`config.mk`:
```
export PLATFORM = sky130hd
export DESIGN_NAME = byte_ring_channel_unit
export DESIGN_NICKNAME = d
export VERILOG_FILES = /design/src/sv/brc_pkg.sv /design/src/sv/brc_ram.sv /design/src/sv/brc_front.sv /design/src/sv/brc_queue.sv /design/src/sv/brc_back.sv /design/src/sv/byte_ring_channel_unit.sv
export SDC_FILE = /design/constraint.sdc
export NUM_CORES = 2
export LEC_CHECK = 0
export ABC_AREA = 0
export ABC_CLOCK_PERIOD_IN_PS = 7950
export BUFFER_PORTS_ARGS = -buffer_cell sky130_fd_sc_hd__buf_2
export CORE_MARGIN = 1.5
export CORE_UTILIZATION = 25
export DETAILED_ROUTE_END_ITERATION = 8
export SLEW_MARGIN = 20
export SYNTH_ARGS = -nofsm -noshare
export SYNTH_HDL_FRONTEND = slang
export SYNTH_SLANG_ARGS = --single-unit
```
`constraint.sdc`:
```
create_clock -name clk -period 7.95 [get_ports clk]
set_input_delay 0.795 -clock clk [delete_from_list [all_inputs] [get_ports clk]]
set_output_delay 0.795 -clock clk [all_outputs]
set_load 0.05 [all_outputs]
```
`src/sv/brc_pkg.sv`:
```
// ----------------------------------------------------------------------------
// brc_pkg: shared types and constants for the byte ring channel
// Request and response words, decoded commands, register map and states.
// ----------------------------------------------------------------------------
package brc_pkg;

  // default ring depths and read cap
  localparam int OUT_DEPTH_DEF = 256;
  localparam int IN_DEPTH_DEF  = 64;
  localparam int MAX_READ_DEF  = 64;

  // command queue between front and back
  localparam int QDEPTH = 2;

  // configuration port
  localparam int PADDR_W = 4;
  localparam int PDATA_W = 32;

  localparam logic [1:0] REG_OUT_SIZE = 2'd0;
  localparam logic [1:0] REG_IN_SIZE  = 2'd1;
  localparam logic [1:0] REG_SKIP     = 2'd2;

  localparam logic [8:0] OUT_SIZE_RST = 9'd256;
  localparam logic [6:0] IN_SIZE_RST  = 7'd64;
  localparam logic       SKIP_RST     = 1'b1;

  // request codes carried in req_type
  typedef enum logic [1:0] {
    REQ_TGT_WR  = 2'd0,
    REQ_HOST_RD = 2'd1,
    REQ_HOST_WR = 2'd2,
    REQ_TGT_RD  = 2'd3
  } req_kind_t;

  typedef struct packed {
    logic [1:0] req_type;
    logic [7:0] data_byte;
    logic       first_of_packet;
    logic [7:0] length;
  } req_t;

  typedef struct packed {
    logic [7:0] out_byte;
    logic       byte_valid;
    logic [7:0] done_count;
    logic       last_result;
  } rsp_t;

  // decoded command classes
  typedef enum logic [2:0] {
    CMD_PKT_FIRST = 3'd0,
    CMD_PKT_EMPTY = 3'd1,
    CMD_PKT_BYTE  = 3'd2,
    CMD_HOST_RD   = 3'd3,
    CMD_HOST_WR   = 3'd4,
    CMD_TGT_RD    = 3'd5
  } cmd_kind_t;

  typedef struct packed {
    cmd_kind_t  kind;
    logic [7:0] data;
    logic [7:0] length;
  } cmd_t;

  typedef struct packed {
    logic [8:0] out_ring_size;
    logic [6:0] in_ring_size;
    logic       skip_mode;
  } cfg_t;

  typedef struct packed {
    logic out_size_wr;
    logic in_size_wr;
  } cfg_evt_t;

  typedef enum logic [1:0] {
    BK_IDLE    = 2'd0,
    BK_HOST_RD = 2'd1,
    BK_TGT_RD  = 2'd2
  } back_state_t;

endpackage

```
`src/sv/brc_ram.sv`:
```
// ----------------------------------------------------------------------------
// brc_ram: generic single-write, single-read RAM
// One write port, one read port with registered read data held between reads.
// ----------------------------------------------------------------------------
module brc_ram #(
  parameter int WIDTH = 8,
  parameter int DEPTH = 256
) (
  input  logic                     clk,
  input  logic                     wr_en,
  input  logic [$clog2(DEPTH)-1:0] wr_addr,
  input  logic [WIDTH-1:0]         wr_data,
  input  logic                     rd_en,
  input  logic [$clog2(DEPTH)-1:0] rd_addr,
  output logic [WIDTH-1:0]         rd_data
);

  logic [WIDTH-1:0] mem [DEPTH];

  // write and registered read
  always_ff @(posedge clk) begin
    if (wr_en) begin
      mem[wr_addr] <= wr_data;
    end
    if (rd_en) begin
      rd_data <= mem[rd_addr];
    end
  end

endmodule

```
`src/sv/brc_front.sv`:
```
// ----------------------------------------------------------------------------
// brc_front: request intake and classification
// Takes one request word, decodes it into a command and hands it to the queue.
// ----------------------------------------------------------------------------
module brc_front (
  input  logic          clk,
  input  logic          rst,
  input  logic          req_valid,
  output logic          req_stall,
  input  brc_pkg::req_t req,
  output logic          push,
  output brc_pkg::cmd_t push_cmd,
  input  logic          q_full
);
  import brc_pkg::*;

  logic fr_valid;
  logic fr_valid_next;
  cmd_t fr_cmd;
  cmd_t dec_cmd;
  logic accept;

  // hold the word while the queue is full
  assign push      = fr_valid && !q_full;
  assign req_stall = fr_valid && q_full;
  assign accept    = req_valid && !req_stall;
  assign push_cmd  = fr_cmd;

  // classify the request
  always_comb begin
    dec_cmd.data   = req.data_byte;
    dec_cmd.length = req.length;
    unique case (req_kind_t'(req.req_type))
      REQ_TGT_WR: begin
        if (!req.first_of_packet) begin
          dec_cmd.kind = CMD_PKT_BYTE;
        end else if (req.length == 8'd0) begin
          dec_cmd.kind = CMD_PKT_EMPTY;
        end else begin
          dec_cmd.kind = CMD_PKT_FIRST;
        end
      end
      REQ_HOST_RD: dec_cmd.kind = CMD_HOST_RD;
      REQ_HOST_WR: dec_cmd.kind = CMD_HOST_WR;
      REQ_TGT_RD:  dec_cmd.kind = CMD_TGT_RD;
      default:     dec_cmd.kind = CMD_HOST_RD;
    endcase
  end

  always_comb begin
    fr_valid_next = fr_valid;
    if (accept) begin
      fr_valid_next = 1'b1;
    end else if (push) begin
      fr_valid_next = 1'b0;
    end
  end

  always_ff @(posedge clk) begin
    if (rst) begin
      fr_valid <= 1'b0;
    end else begin
      fr_valid <= fr_valid_next;
    end
  end

  always_ff @(posedge clk) begin
    if (accept) begin
      fr_cmd <= dec_cmd;
    end
  end

endmodule

```
`src/sv/brc_queue.sv`:
```
// ----------------------------------------------------------------------------
// brc_queue: short command queue
// Decouples the intake stage from the ring engine.
// ----------------------------------------------------------------------------
module brc_queue (
  input  logic          clk,
  input  logic          rst,
  input  logic          push,
  input  brc_pkg::cmd_t push_cmd,
  output logic          full,
  output logic          valid,
  output brc_pkg::cmd_t head,
  input  logic          pop
);
  import brc_pkg::*;

  localparam int QAW = $clog2(QDEPTH);
  localparam int QCW = $clog2(QDEPTH + 1);

  cmd_t           entries [QDEPTH];
  logic [QAW-1:0] wr_ptr;
  logic [QAW-1:0] rd_ptr;
  logic [QCW-1:0] count;
  logic [QCW-1:0] count_next;

  assign full  = (count == QCW'(QDEPTH));
  assign valid = (count != '0);
  assign head  = entries[rd_ptr];

  always_comb begin
    count_next = count;
    if (push && !pop) begin
      count_next = count + QCW'(1);
    end else if (pop && !push) begin
      count_next = count - QCW'(1);
    end
  end

  // advance pointers
  always_ff @(posedge clk) begin
    if (rst) begin
      wr_ptr <= '0;
      rd_ptr <= '0;
      count  <= '0;
    end else begin
      if (push) begin
        wr_ptr <= (32'(wr_ptr) == QDEPTH - 1) ? '0 : wr_ptr + QAW'(1);
      end
      if (pop) begin
        rd_ptr <= (32'(rd_ptr) == QDEPTH - 1) ? '0 : rd_ptr + QAW'(1);
      end
      count <= count_next;
    end
  end

  always_ff @(posedge clk) begin
    if (push) begin
      entries[wr_ptr] <= push_cmd;
    end
  end

endmodule

```
`src/sv/brc_back.sv`:
```
// ----------------------------------------------------------------------------
// brc_back: ring engine
// Owns both rings and the packet state, runs one command at a time and
// drives the response register.
// ----------------------------------------------------------------------------
module brc_back #(
  parameter int OUT_DEPTH = brc_pkg::OUT_DEPTH_DEF,
  parameter int IN_DEPTH  = brc_pkg::IN_DEPTH_DEF,
  parameter int MAX_READ  = brc_pkg::MAX_READ_DEF
) (
  input  logic              clk,
  input  logic              rst,
  input  logic              q_valid,
  input  brc_pkg::cmd_t     q_head,
  output logic              q_pop,
  input  brc_pkg::cfg_t     cfg,
  input  brc_pkg::cfg_evt_t cfg_evt,
  output logic              rsp_valid,
  output brc_pkg::rsp_t     rsp,
  input  logic              rsp_stall
);
  import brc_pkg::*;

  localparam int OAW = $clog2(OUT_DEPTH);
  localparam int OSW = $clog2(OUT_DEPTH + 1);
  localparam int IAW = $clog2(IN_DEPTH);
  localparam int ISW = $clog2(IN_DEPTH + 1);
  localparam int RCW = $clog2(MAX_READ + 1);

  back_state_t    state, state_next;
  logic [OAW-1:0] out_wr, out_wr_next, out_rd, out_rd_next;
  logic [IAW-1:0] in_wr, in_wr_next, in_rd, in_rd_next;
  logic           pkt_drop, pkt_drop_next;
  logic [7:0]     pkt_left, pkt_left_next, pkt_total, pkt_total_next;
  logic [RCW-1:0] rd_left, rd_left_next, rd_total, rd_total_next;
  logic           rsp_valid_next;
  rsp_t           rsp_next;

  logic [OSW-1:0] osz, used_out, avail_out, out_wr_p1, out_rd_p1;
  logic [ISW-1:0] isz, used_in, avail_in, in_wr_p1, in_rd_p1;
  logic [OAW-1:0] out_wr_adv, out_rd_adv;
  logic [IAW-1:0] in_wr_adv, in_rd_adv;
  logic [31:0]    n_wide;
  logic [RCW-1:0] n_rd;
  logic           fits;
  logic           eff_drop;
  logic [7:0]     eff_left, eff_total, left_n;
  logic           out_free;

  logic           out_ram_we, out_ram_re, in_ram_we, in_ram_re;
  logic [7:0]     out_rdata, in_rdata;

  // clamp ring sizes to the storage depth
  always_comb begin
    if (cfg.out_ring_size < 9'd2) begin
      osz = OSW'(2);
    end else if (32'(cfg.out_ring_size) > OUT_DEPTH) begin
      osz = OSW'(OUT_DEPTH);
    end else begin
      osz = OSW'(cfg.out_ring_size);
    end
    if (cfg.in_ring_size < 7'd2) begin
      isz = ISW'(2);
    end else if (32'(cfg.in_ring_size) > IN_DEPTH) begin
      isz = ISW'(IN_DEPTH);
    end else begin
      isz = ISW'(cfg.in_ring_size);
    end
  end

  // occupancy and free space
  assign used_out  = OSW'(out_wr) - OSW'(out_rd) + ((out_wr < out_rd) ? osz : '0);
  assign avail_out = osz - OSW'(1) - used_out;
  assign used_in   = ISW'(in_wr) - ISW'(in_rd) + ((in_wr < in_rd) ? isz : '0);
  assign avail_in  = isz - ISW'(1) - used_in;
  assign fits      = cfg.skip_mode && (32'(avail_out) >= 32'(q_head.length));

  // position advance with wrap at the ring size
  assign out_wr_p1  = OSW'(out_wr) + OSW'(1);
  assign out_rd_p1  = OSW'(out_rd) + OSW'(1);
  assign in_wr_p1   = ISW'(in_wr) + ISW'(1);
  assign in_rd_p1   = ISW'(in_rd) + ISW'(1);
  assign out_wr_adv = (out_wr_p1 >= osz) ? '0 : OAW'(out_wr_p1);
  assign out_rd_adv = (out_rd_p1 >= osz) ? '0 : OAW'(out_rd_p1);
  assign in_wr_adv  = (in_wr_p1 >= isz) ? '0 : IAW'(in_wr_p1);
  assign in_rd_adv  = (in_rd_p1 >= isz) ? '0 : IAW'(in_rd_p1);

  // target read count: available, requested, capped
  always_comb begin
    n_wide = 32'(used_in);
    if (n_wide > 32'(q_head.length)) begin
      n_wide = 32'(q_head.length);
    end
    if (n_wide > 32'(MAX_READ)) begin
      n_wide = 32'(MAX_READ);
    end
  end
  assign n_rd = RCW'(n_wide);

  // packet view: a first byte opens a fresh packet
  assign eff_drop  = (q_head.kind == CMD_PKT_FIRST) ? !fits : pkt_drop;
  assign eff_left  = (q_head.kind == CMD_PKT_FIRST) ? q_head.length : pkt_left;
  assign eff_total = (q_head.kind == CMD_PKT_FIRST) ? q_head.length : pkt_total;
  assign left_n    = eff_left - 8'd1;

  assign out_free = !rsp_valid || !rsp_stall;

  // command sequencer
  always_comb begin
    state_next     = state;
    out_wr_next    = out_wr;
    out_rd_next    = out_rd;
    in_wr_next     = in_wr;
    in_rd_next     = in_rd;
    pkt_drop_next  = pkt_drop;
    pkt_left_next  = pkt_left;
    pkt_total_next = pkt_total;
    rd_left_next   = rd_left;
    rd_total_next  = rd_total;
    rsp_valid_next = rsp_valid && rsp_stall;
    rsp_next       = rsp;
    q_pop          = 1'b0;
    out_ram_we     = 1'b0;
    out_ram_re     = 1'b0;
    in_ram_we      = 1'b0;
    in_ram_re      = 1'b0;

    unique case (state)
      BK_IDLE: begin
        if (q_valid && out_free) begin
          q_pop          = 1'b1;
          rsp_valid_next = 1'b1;
          rsp_next       = '{out_byte: 8'd0, byte_valid: 1'b0,
                             done_count: 8'd0, last_result: 1'b1};
          case (q_head.kind) inside
            CMD_PKT_EMPTY: begin
              pkt_left_next  = 8'd0;
              pkt_drop_next  = 1'b0;
              pkt_total_next = 8'd0;
            end
            CMD_PKT_FIRST, CMD_PKT_BYTE: begin
              // stray bytes with no open packet fall through as empty results
              if (q_head.kind == CMD_PKT_FIRST || pkt_left != 8'd0) begin
                if (!eff_drop) begin
                  out_ram_we  = 1'b1;
                  out_wr_next = out_wr_adv;
                end
                pkt_left_next       = left_n;
                rsp_next.byte_valid = !eff_drop;
                if (left_n == 8'd0) begin
                  rsp_next.done_count = eff_drop ? 8'd0 : eff_total;
                  pkt_drop_next       = 1'b0;
                  pkt_total_next      = 8'd0;
                end else begin
                  rsp_next.last_result = 1'b0;
                  pkt_drop_next        = eff_drop;
                  pkt_total_next       = eff_total;
                end
              end
            end
            CMD_HOST_RD: begin
              if (out_rd != out_wr) begin
                rsp_valid_next = 1'b0;
                out_ram_re     = 1'b1;
                out_rd_next    = out_rd_adv;
                state_next     = BK_HOST_RD;
              end
            end
            CMD_HOST_WR: begin
              if (avail_in != '0) begin
                in_ram_we  = 1'b1;
                in_wr_next = in_wr_adv;
                rsp_next   = '{out_byte: 8'd0, byte_valid: 1'b1,
                               done_count: 8'd1, last_result: 1'b1};
              end
            end
            CMD_TGT_RD: begin
              if (n_rd != '0) begin
                rsp_valid_next = 1'b0;
                in_ram_re      = 1'b1;
                in_rd_next     = in_rd_adv;
                rd_left_next   = n_rd;
                rd_total_next  = n_rd;
                state_next     = BK_TGT_RD;
              end
            end
            default: begin
            end
          endcase
        end
      end
      BK_HOST_RD: begin
        // response register is free: it was empty when the command left
        rsp_valid_next = 1'b1;
        rsp_next       = '{out_byte: out_rdata, byte_valid: 1'b1,
                           done_count: 8'd1, last_result: 1'b1};
        state_next     = BK_IDLE;
      end
      BK_TGT_RD: begin
        if (out_free) begin
          rsp_valid_next = 1'b1;
          if (rd_left == RCW'(1)) begin
            rsp_next   = '{out_byte: in_rdata, byte_valid: 1'b1,
                           done_count: 8'(rd_total), last_result: 1'b1};
            state_next = BK_IDLE;
          end else begin
            rsp_next     = '{out_byte: in_rdata, byte_valid: 1'b1,
                             done_count: 8'd0, last_result: 1'b0};
            in_ram_re    = 1'b1;
            in_rd_next   = in_rd_adv;
            rd_left_next = rd_left - RCW'(1);
          end
        end
      end
      default: begin
        state_next = BK_IDLE;
      end
    endcase

    // size writes empty the ring; an open outbound packet turns into a drop
    if (cfg_evt.out_size_wr) begin
      out_wr_next = '0;
      out_rd_next = '0;
      if (pkt_left != 8'd0) begin
        pkt_drop_next = 1'b1;
      end
    end
    if (cfg_evt.in_size_wr) begin
      in_wr_next = '0;
      in_rd_next = '0;
    end
  end

  always_ff @(posedge clk) begin
    if (rst) begin
      state     <= BK_IDLE;
      out_wr    <= '0;
      out_rd    <= '0;
      in_wr     <= '0;
      in_rd     <= '0;
      pkt_drop  <= 1'b0;
      pkt_left  <= 8'd0;
      pkt_total <= 8'd0;
      rd_left   <= '0;
      rsp_valid <= 1'b0;
    end else begin
      state     <= state_next;
      out_wr    <= out_wr_next;
      out_rd    <= out_rd_next;
      in_wr     <= in_wr_next;
      in_rd     <= in_rd_next;
      pkt_drop  <= pkt_drop_next;
      pkt_left  <= pkt_left_next;
      pkt_total <= pkt_total_next;
      rd_left   <= rd_left_next;
      rsp_valid <= rsp_valid_next;
    end
  end

  // payload registers
  always_ff @(posedge clk) begin
    rsp      <= rsp_next;
    rd_total <= rd_total_next;
  end

  brc_ram #(
    .WIDTH (8),
    .DEPTH (OUT_DEPTH)
  ) u_out_ram (
    .clk     (clk),
    .wr_en   (out_ram_we),
    .wr_addr (out_wr),
    .wr_data (q_head.data),
    .rd_en   (out_ram_re),
    .rd_addr (out_rd),
    .rd_data (out_rdata)
  );

  brc_ram #(
    .WIDTH (8),
    .DEPTH (IN_DEPTH)
  ) u_in_ram (
    .clk     (clk),
    .wr_en   (in_ram_we),
    .wr_addr (in_wr),
    .wr_data (q_head.data),
    .rd_en   (in_ram_re),
    .rd_addr (in_rd),
    .rd_data (in_rdata)
  );

endmodule

```
`src/sv/byte_ring_channel_unit.sv`:
```
// ----------------------------------------------------------------------------
// byte_ring_channel_unit: outbound and inbound byte rings with packet drop
//
//   channel  | signals                          | direction
//   ---------+----------------------------------+-----------------------
//   request  | req_valid, req_stall, req        | in, one word per item
//   response | rsp_valid, rsp_stall, rsp        | out, one word per result
//   config   | psel penable pwrite paddr pwdata | APB, prdata readback
//
// Writes finish in the idle state; a host read issues the RAM read and returns
// its byte from BK_HOST_RD; a target read returns one byte per cycle while the
// response is not stalled. The engine runs one command at a time; an intake
// register and a two-entry command queue keep accepting while responses stall.
// Reset is synchronous: ring positions and packet state clear at once; the
// ring storage is not cleared (only occupied slots are ever read).
// ----------------------------------------------------------------------------
module byte_ring_channel_unit #(
  parameter int OUT_DEPTH = brc_pkg::OUT_DEPTH_DEF,
  parameter int IN_DEPTH  = brc_pkg::IN_DEPTH_DEF,
  parameter int MAX_READ  = brc_pkg::MAX_READ_DEF
) (
  input  logic                         clk,
  input  logic                         rst,
  input  logic                         req_valid,
  output logic                         req_stall,
  input  brc_pkg::req_t                req,
  output logic                         rsp_valid,
  input  logic                         rsp_stall,
  output brc_pkg::rsp_t                rsp,
  input  logic                         psel,
  input  logic                         penable,
  input  logic                         pwrite,
  input  logic [brc_pkg::PADDR_W-1:0] paddr,
  input  logic [brc_pkg::PDATA_W-1:0] pwdata,
  output logic [brc_pkg::PDATA_W-1:0] prdata,
  output logic                         pready
);
  import brc_pkg::*;

  cfg_t       cfg;
  cfg_evt_t   cfg_evt;
  logic       cfg_wr;
  logic [1:0] reg_idx;
  logic       push;
  cmd_t       push_cmd;
  logic       q_full;
  logic       q_valid;
  cmd_t       q_head;
  logic       q_pop;

  // register access
  assign pready  = 1'b1;
  assign reg_idx = paddr[PADDR_W-1:2];
  assign cfg_wr  = psel && penable && pwrite;

  assign cfg_evt.out_size_wr = cfg_wr && (reg_idx == REG_OUT_SIZE);
  assign cfg_evt.in_size_wr  = cfg_wr && (reg_idx == REG_IN_SIZE);

  always_ff @(posedge clk) begin
    if (rst) begin
      cfg.out_ring_size <= OUT_SIZE_RST;
      cfg.in_ring_size  <= IN_SIZE_RST;
      cfg.skip_mode     <= SKIP_RST;
    end else if (cfg_wr) begin
      unique case (reg_idx)
        REG_OUT_SIZE: cfg.out_ring_size <= pwdata[8:0];
        REG_IN_SIZE:  cfg.in_ring_size  <= pwdata[6:0];
        REG_SKIP:     cfg.skip_mode     <= pwdata[0];
        default: begin
        end
      endcase
    end
  end

  // readback
  always_comb begin
    unique case (reg_idx)
      REG_OUT_SIZE: prdata = PDATA_W'(cfg.out_ring_size);
      REG_IN_SIZE:  prdata = PDATA_W'(cfg.in_ring_size);
      REG_SKIP:     prdata = PDATA_W'(cfg.skip_mode);
      default:      prdata = '0;
    endcase
  end

  brc_front u_front (
    .clk       (clk),
    .rst       (rst),
    .req_valid (req_valid),
    .req_stall (req_stall),
    .req       (req),
    .push      (push),
    .push_cmd  (push_cmd),
    .q_full    (q_full)
  );

  brc_queue u_queue (
    .clk      (clk),
    .rst      (rst),
    .push     (push),
    .push_cmd (push_cmd),
    .full     (q_full),
    .valid    (q_valid),
    .head     (q_head),
    .pop      (q_pop)
  );

  brc_back #(
    .OUT_DEPTH (OUT_DEPTH),
    .IN_DEPTH  (IN_DEPTH),
    .MAX_READ  (MAX_READ)
  ) u_back (
    .clk       (clk),
    .rst       (rst),
    .q_valid   (q_valid),
    .q_head    (q_head),
    .q_pop     (q_pop),
    .cfg       (cfg),
    .cfg_evt   (cfg_evt),
    .rsp_valid (rsp_valid),
    .rsp       (rsp),
    .rsp_stall (rsp_stall)
  );

  // a nonzero count only closes an item
  a_count_on_last: assert property (@(posedge clk) disable iff (rst)
    rsp_valid |-> (rsp.done_count == 8'd0 || rsp.last_result))
    else $error("done_count set on a non-final result");

  // a result without a byte carries nothing
  a_empty_result: assert property (@(posedge clk) disable iff (rst)
    (rsp_valid && !rsp.byte_valid) |-> (rsp.out_byte == 8'd0 && rsp.done_count == 8'd0))
    else $error("empty result carries data");

  // no response word right after reset
  a_reset_quiet: assert property (@(posedge clk)
    (!rst && $past(rst)) |-> !rsp_valid)
    else $error("response valid right after reset");

  // the engine only pulls a command that is there, into a free response register
  a_pop_has_cmd: assert property (@(posedge clk) disable iff (rst)
    q_pop |-> (q_valid && (!rsp_valid || !rsp_stall)))
    else $error("command popped from empty queue or into a held response");

endmodule

```
* Word-level counts from Yosys, hierarchy flattened *
Memory sizes are Yosys's and may differ from the RTL's. A register that Yosys moved wholly into a read port is not among the register bits.
Index checks and enable logic that the tools add are counted.

storage, ports and cells
  register bits = 121
  RAM bits = 2598
  input bits = 62
  output and inout port bits = 53
  logic and storage cells = 281
  memories kept = 3

cells by class
  add/subtract/negate cells = 18
  $lt $le $gt $ge = 13
  equal/unequal tests = 29
  multiplexer cells = 136
  bitwise logic cells = 5
  reduce and logical (&&, ||, !) cells = 52

memory list
  memory                words  bits a word  read ports  clocked after Yosys merged registers in  wr ports  RTL line         source
  u_back.u_out_ram.mem  256    8            1           1                                        1         brc_ram.sv:18    logic [WIDTH-1:0] mem [DEPTH];
  u_back.u_in_ram.mem   64     8            1           1                                        1         brc_ram.sv:18
  u_queue.entries       2      19           1           1                                        1         brc_queue.sv:20  cmd_t entries [QDEPTH];

operators by type and width
  operator                                           count
  two-way mux 8 bit                                  18
  two-way mux 7 bit                                  13
  two-way mux 6 bit                                  11
  two-way mux 1 bit                                  62
  two-way mux 10 bit                                 6
  case mux 18 bit (3 select lines)                   1
  two-way mux 18 bit                                 2
  two-way mux 9 bit                                  3
  case mux 9 bit (3 select lines)                    1
  two-way mux 2 bit                                  12
  adder 8 x 1 -> 9 bit (second input constant)       2
  greater-or-equal comparator 9 bit                  2
  zero test 8 bit                                    2
  adder 6 x 1 -> 7 bit (second input constant)       2
  greater-or-equal comparator 7 bit                  2
  case mux 7 bit (2 select lines)                    1
  nonzero test 7 bit                                 2
  subtractor 7 x 1 -> 7 bit (second input constant)  2
  logical AND 1 bit                                  12
  case mux 3 bit (4 select lines)                    1
  case mux 6 bit (2 select lines)                    1
  AND reduction 6 bit                                2
  nonzero test 2 bit                                 6
  == test 2 bit (second input constant)              5
  50 further kinds                                   82

* Depth between registers and ports, before layout *
  depth after elaboration = 18
  depth in mapped cells = 29
  gate-level depth less buffers = 24

* Hierarchy *
A second synthesis with hierarchy kept.

second synthesis, totals
  cells, all modules = 5815
  area total of the unflattened synthesis = 110636.1 µm²

modules (own cells, without submodules)
  module                      times used  cells an instance  area an instance (µm²)  seq. area each (µm²)
  brc_ram (u_back.u_out_ram)  1           3733               79636.4                 61739.2
  brc_ram (u_back.u_in_ram)   1           972                20270.7                 15615.0
  brc_back                    1           879                7409.6                  1851.8
  brc_queue                   1           81                 1581.5                  1241.2
  byte_ring_channel_unit      1           119                1067.3                  340.3
  brc_front                   1           31                 670.6                   590.6

* Least setup slack after synthesis *
OpenSTA, ideal clock, no wires.

  path type = register to register
  from = register u_back.out_rd[1]
  to = memory u_back.u_out_ram.mem[145][0] (enable)
  setup time = 0.370 ns
  data arrival time = 6.522 ns
  data required time = 7.580 ns
  slack = 1.057 ns
  stages on the path, launching flop included = 29
  path buffers = 5
  clock period less this slack = 6.893 ns
  cells stage by stage = dfxtp_1 clkbuf_1 clkbuf_1 clkbuf_1 inv_1 ha_1 nor2b_1 o211ai_1 a21boi_0 nor2_1 nand2_1 fa_1 fa_1 ha_1 fa_1 a21o_1 a21oi_1 o21bai_1 a21oi_1 xnor2_1 ha_1 nand4_1 a21oi_1 or4b_1 a21o_1 buf_2 nand4_1 buf_2 nor2_1

between the ends
  cells in the longest elaborated chain, start to end = 16
  elaborated cells on any way between the ends = 17
  those cells by class = add/sub: 3; order compare: 2; mux: 10; reduce/logical: 2

RTL lines
  item                                            RTL line         source
  start, declared                                 brc_back.sv:31   logic [OAW-1:0] out_wr, out_wr_next, out_rd, out_rd_next;
  start signal, assigned                          brc_back.sv:249  out_rd <= out_rd_next;
  < comparator 8 bit                              brc_back.sv:72   assign used_out = OSW'(out_wr) - OSW'(out_rd) + ((out_wr < out_rd) ? osz : '0);
  two-way mux 9 bit                               brc_back.sv:72
  adder 9 bit (*)                                 brc_back.sv:72
  subtractor 9 bit (*)                            brc_back.sv:73   assign avail_out = osz - OSW'(1) - used_out;
  greater-or-equal comparator 9 x 8 -> 1 bit (*)  brc_back.sv:76   assign fits = cfg.skip_mode && (32'(avail_out) >= 32'(q_head.length));
  logical AND 1 bit (*)                           brc_back.sv:76
  zero test 1 bit (*)                             brc_back.sv:101  assign eff_drop = (q_head.kind == CMD_PKT_FIRST) ? !fits : pkt_drop;
  two-way mux 1 bit (*)                           brc_back.sv:101
  two-way mux 1 bit (*)                           brc_back.sv:144  if (!eff_drop) begin
  two-way mux 1 bit (*)                           brc_back.sv:143  if (q_head.kind == CMD_PKT_FIRST || pkt_left != 8'd0) begin
  two-way mux 1 bit (*) (2 in series)             brc_back.sv:135  case (q_head.kind) inside
  two-way mux 1 bit (*)                           brc_back.sv:130  if (q_valid && out_free) begin
  two-way mux 1 bit (*)                           brc_back.sv:128  unique case (state)
  two-way mux 1 bit (*)                           brc_ram.sv:22    if (wr_en) begin
  two-way mux 1 bit (implied by the code) (*)     brc_ram.sv:23    mem[wr_addr] <= wr_data;
  end, declared                                   brc_ram.sv:18

Every way passes the cells marked *; elsewhere a longest branch is shown, timed or not.

* Final worst setup path *
  from = register u_back.in_wr[3]
  to = memory u_back.u_in_ram.mem[1][2] (enable)

between the ends
  cells in the longest elaborated chain, start to end = 14
  elaborated cells on any way between the ends = 15
  those cells by class = add/sub: 3; order compare: 1; mux: 10; reduce/logical: 1

RTL lines
  item                                     RTL line         source
  start, declared                          brc_back.sv:32   logic [IAW-1:0] in_wr, in_wr_next, in_rd, in_rd_next;
  start signal, assigned                   brc_back.sv:250  in_wr <= in_wr_next;
  < comparator 6 bit                       brc_back.sv:74   assign used_in = ISW'(in_wr) - ISW'(in_rd) + ((in_wr < in_rd) ? isz : '0);
  two-way mux 7 bit                        brc_back.sv:74
  adder 7 bit                              brc_back.sv:74
  subtractor 7 bit                         brc_back.sv:75   assign avail_in = isz - ISW'(1) - used_in;
  nonzero test 7 bit                       brc_back.sv:170  if (avail_in != '0) begin
  two-way mux 1 bit                        brc_back.sv:170
  two-way mux 1 bit (4 in series)          brc_back.sv:135
  two-way mux 1 bit                        brc_back.sv:130
  two-way mux 1 bit                        brc_back.sv:128
  two-way mux 1 bit                        brc_ram.sv:22
  two-way mux 1 bit (implied by the code)  brc_ram.sv:23
  end, declared                            brc_ram.sv:18

Several ways; a longest one is shown, not always the timed one.

==> metrics list <==
- Number of buffer cells added on primary ports: 65
* Clock tree skew after final layout: 118.6 ps
* Last weighted congestion value of the routability-driven placer: ~0.85
* Fraction of the yosys area taken by sequential cells: 0.7427
* Worst IR drop on VDD: between 0.15 and 0.2 mV
- The floorplan has around 240 rows.
- Vias per cell: 4.599
- Share of cells above drive strength 1: 0.2896
- Measured against the total synthesized area, the mux share comes to 0.1700.
- STA classifies the critical path endpoint as a flop.
- Crit-path max cell delay: a little under 900 ps
- The count of nets left with antenna violations once routing finished came out at 0.
- Worst Path Arrival: about 7600 ps
- Count of non-filler cells in the finished layout: 11583
- Of the total power, registers draw 0.519.
- Antenna violations before repair: 6
- Cell type with the highest aggregate area in the netlist: edfxtp_1
- Internal power component: around 0.025 W
* Synthesis Warnings: 0
- Result of the run: completed
- X dimension of the die: ~670 um
- Total count of max-transition violations in the final report: 0
- Setup violations remaining at the end of the flow were counted as 0.
* Final hold violations: 0
* Startpoint class of the critical path: flop
- Detailed-route wire length: between 200000 and 300000 um
* Comb power frac: 0.081
- edfxtp_1 is the most common cell in the netlist.
- The final route contains roughly 53000 vias.
- In this run, placement finished with an instance count of 11070.
* Number of design-rule violations left by the first detailed-router iteration: ~6000
- Average detailed-routed wire length per instance: 22.57 um
- Post-synthesis compound-gate area fraction: 0.02189
- Unrepaired setup endpoints after global routing: false
* Portion of total power attributed to the clock network: 0.400
* Synth-to-Final Area Change: 16.77%
- The slowest stage of the critical path belongs to the cell or4_1.
- Die ar.: 442200 um^2
* Starting Density: 0.2516
- The min-delay analysis places its worst path in the category in -> reg.
- The first global-routing pass estimated about 380000 um of wire.
- In this run the count of I/O pins placed on the die edge is roughly 120.
* Number of filler instances in the final layout: between 40000 and 50000
- Half-perimeter wire length after detailed placement: around 160000 um
- Most numerous cell types in the synthesized netlist: 2658 x edfxtp_1, 808 x mux4_2, 408 x nor2_1, 168 x clkbuf_1, 122 x nand2_1
- Crit share post-route: 0.8948
- For this run, the post-layout net count is about 5800.
* Final Worst Setup Slack: ~840 ps
* CTS H-tree lvls: 5
* Adder-Cell Fraction of Synth Area: 0.01517
* Mapped cell area: 109600 um^2
- Number of sinks handled by clock tree synthesis: around 2700
- Before CTS, the worst setup slack after placement is approximately 890 ps.
- After clock tree synthesis, the flow added hold-fix buffers numbering 0.
* Ratio of total power to cell area: 259.6 nW/um^2
- The total overflow left after global routing is 0.
- After detailed routing, the number of remaining DRC violations is 0.
- Clock transition time at the flip-flop clock pins of the worst setup and hold paths: roughly 60 ps
- F_max: 0.1406 GHz
- The synthesized design contains ~2700 enable-type register cells.
- Summed over all cells, the static leakage comes to around 39 nW.
- CTS tree: done
- Sw Ratio: 0.2346
- The total area inside the core boundary comes to between 400000 and 500000 um^2.
* Dominant synthesized flop cell: edfxtp_1
* GRT Overall Usage: 0.1146
- Gates resized during post-CTS repair numbered 0.
* Required time at the endpoint of the critical path: approximately 8400 ps
* Mapped Cells: between 5000 and 6000
- In this run the power spent charging and discharging nets is just under 0.008 W.
- Total CTS buffers: approximately 290
* Clock insertion delay at the later pin of the skew report: slightly below 900 ps
* Async S/R FF share, synth: 0
- Placed inst area: 118600 um^2
* Start-to-end type of the worst setup path: reg -> reg
- Synthesized-area fraction occupied by xor and xnor cells: 0.002718
- Final standard cell area without fillers: roughly 130000 um^2
* Die boundary height: between 600 and 700 um
- Clk buf depth: 4
* Synth area leaders: edfxtp_1 73%, mux4_2 17%, dfxtp_1 1.4%
* Setup TNS: 0 ps
* Share of the synthesized area in the top cell type: 0.7285
- Mean post-synth cell area: 20.91 um^2
* 1st-pass router iterations: 5
- Maximum number of pins on one net before global-route repair: between 200 and 250
- Along the worst path, the maximum fanout reaches 15.
- Simple-Gate Fraction of Synth Area: 0.03228
* Register bit count reported by yosys: approximately 2700
- Period minus WS final: around 7100 ps
- Relative slew margins: 0.1985
* Max-cap violation count: 0
* Vias in the first global route: ~54000
- Count of buffers added by post-CTS timing repair for setup: 0
* Cell variety after synth: 81
- After synthesis, the largest family of logic cells by area is multiplexers.
* Root buffer cell: clkbuf_16
- Crit path cell chain: ha_1 > a2111oi_2 > a21oi_1 > nor2_1 > fa_1 > fa_1 > a211oi_1 > or2_4 > and2_1 > inv_1 > ha_1 > o21ai_0 > a21oi_1 > or4_1 > o311a_1 > o211a_1 > or4_4 > or4_1 > nor2_1 > buf_4
- At the pin with the least slew margin, the transition time is about 1200 ps.
critical path: cells and delay by family (launching register included):
kind,cells,cell delay [ps]
buffers and inverters,2,290
AO/OA/AOI/OAI,7,1470
AND/OR/NAND/NOR,7,2750
adder cells (fa/ha/maj),4,1570
flip-flops,1,640
cell type report:
type / count / area, um^2 / area share
clock buffers: 342 / 7547 / 0.05899
multi-input cells: 2133 / 26820 / 0.2096
well taps: 5734 / 7174 / 0.05608
inverters: 82 / 315.3 / 0.002464
diodes: 4 / 10.01 / 0.00007824
repair buffers: 389 / 2979 / 0.02329
clock inverters: 163 / 1697 / 0.01326
flip-flops and latches: 2736 / 81400 / 0.6362
registers in the layout (all words and copies together) (netlist names), 17 cells and up, named ones only:
name                  flops
u_back.u_out_ram.mem   2048
u_back.u_in_ram.mem     512
u_queue.entries          38
u_front.push_cmd         19
u_back.rsp               18
cfg                      17
cells by family (layout without fill, tap and decap cells):
| group | after synthesis | after routing |
|---|---|---|
| flip-flops | 2736 | 2736 |
| multiplexers | 849 | 849 |
| AND/OR/NAND/NOR | 773 | 773 |
| buffers and inverters | 393 | 976 |
| AO/OA/AOI/OAI | 333 | 333 |
| adder cells (fa/ha/maj) | 119 | 119 |
| XOR/XNOR | 34 | 34 |
| other | 2 | 29 |
power groups by stage:
stage	Clock [W]	Sequential [W]	Combinational, W
2_1_floorplan	0	0.0178	0.00128
3_3_place_gp	0	0.0175	0.00255
3_5_place_dp	0	0.0176	0.00269
4_1_cts	0.0136	0.0172	0.00269
5_1_grt	0.0141	0.0172	0.00289
6_report	0.0133	0.0172	0.00269
through the flow:
stage / power [W] / utilization / hold WS [ps]
3_3_place_gp: 0.02009 / 0.2723 / 424.9
3_5_place_dp: 0.02024 / 0.2723 / 436.6
2_1_floorplan: 0.01908 / - / 421.5
4_1_cts: 0.03349 / 0.2935 / 40.47
5_1_grt: 0.03423 / 0.2938 / 64.34
6_report: 0.03322 / 0.2938 / 112.4
layer usage:
metal,vias up,GRT usage,part of all wire
li1,22525,-,-
met1,28442,0.1555,0.42
met2,1899,0.1891,0.49
met3,402,0.01671,0.064
met4,2,0.03683,0.030
met5,-,0,0.000050
cells in the final DEF, fill, tap and decap left out, types with 28 or more instances in the layout:
cell type,instances
clkinv_1,61
mux4_2,808
inv_1,76
dfxtp_1,71
ha_1,96
edfxtp_1,2658
a21oi_1,58
nor3_1,32
o21ai_0,47
nand2_1,106
buf_2,65
nand3_1,34
nor2_1,404
clkbuf_1,47
a22oi_1,58
bufinv_16,31
mux2i_1,28
clkinv_2,44
clkbuf_16,294
buf_4,308
final timing paths:
path                        startpoint                        end  slack [ps]  cells after the start
setup / recovery       u_back.in_wr[3]  u_back.u_in_ram.mem[1][2]         840                     20
hold / removal                  req[5]        u_front.push_cmd[5]         110                      1
setup reg to reg       u_back.in_wr[3]  u_back.u_in_ram.mem[1][2]         840                     20
hold reg to reg   u_front.push_cmd[15]     u_queue.entries[0][15]         450                      0
(Power assumes the default switching activity.)
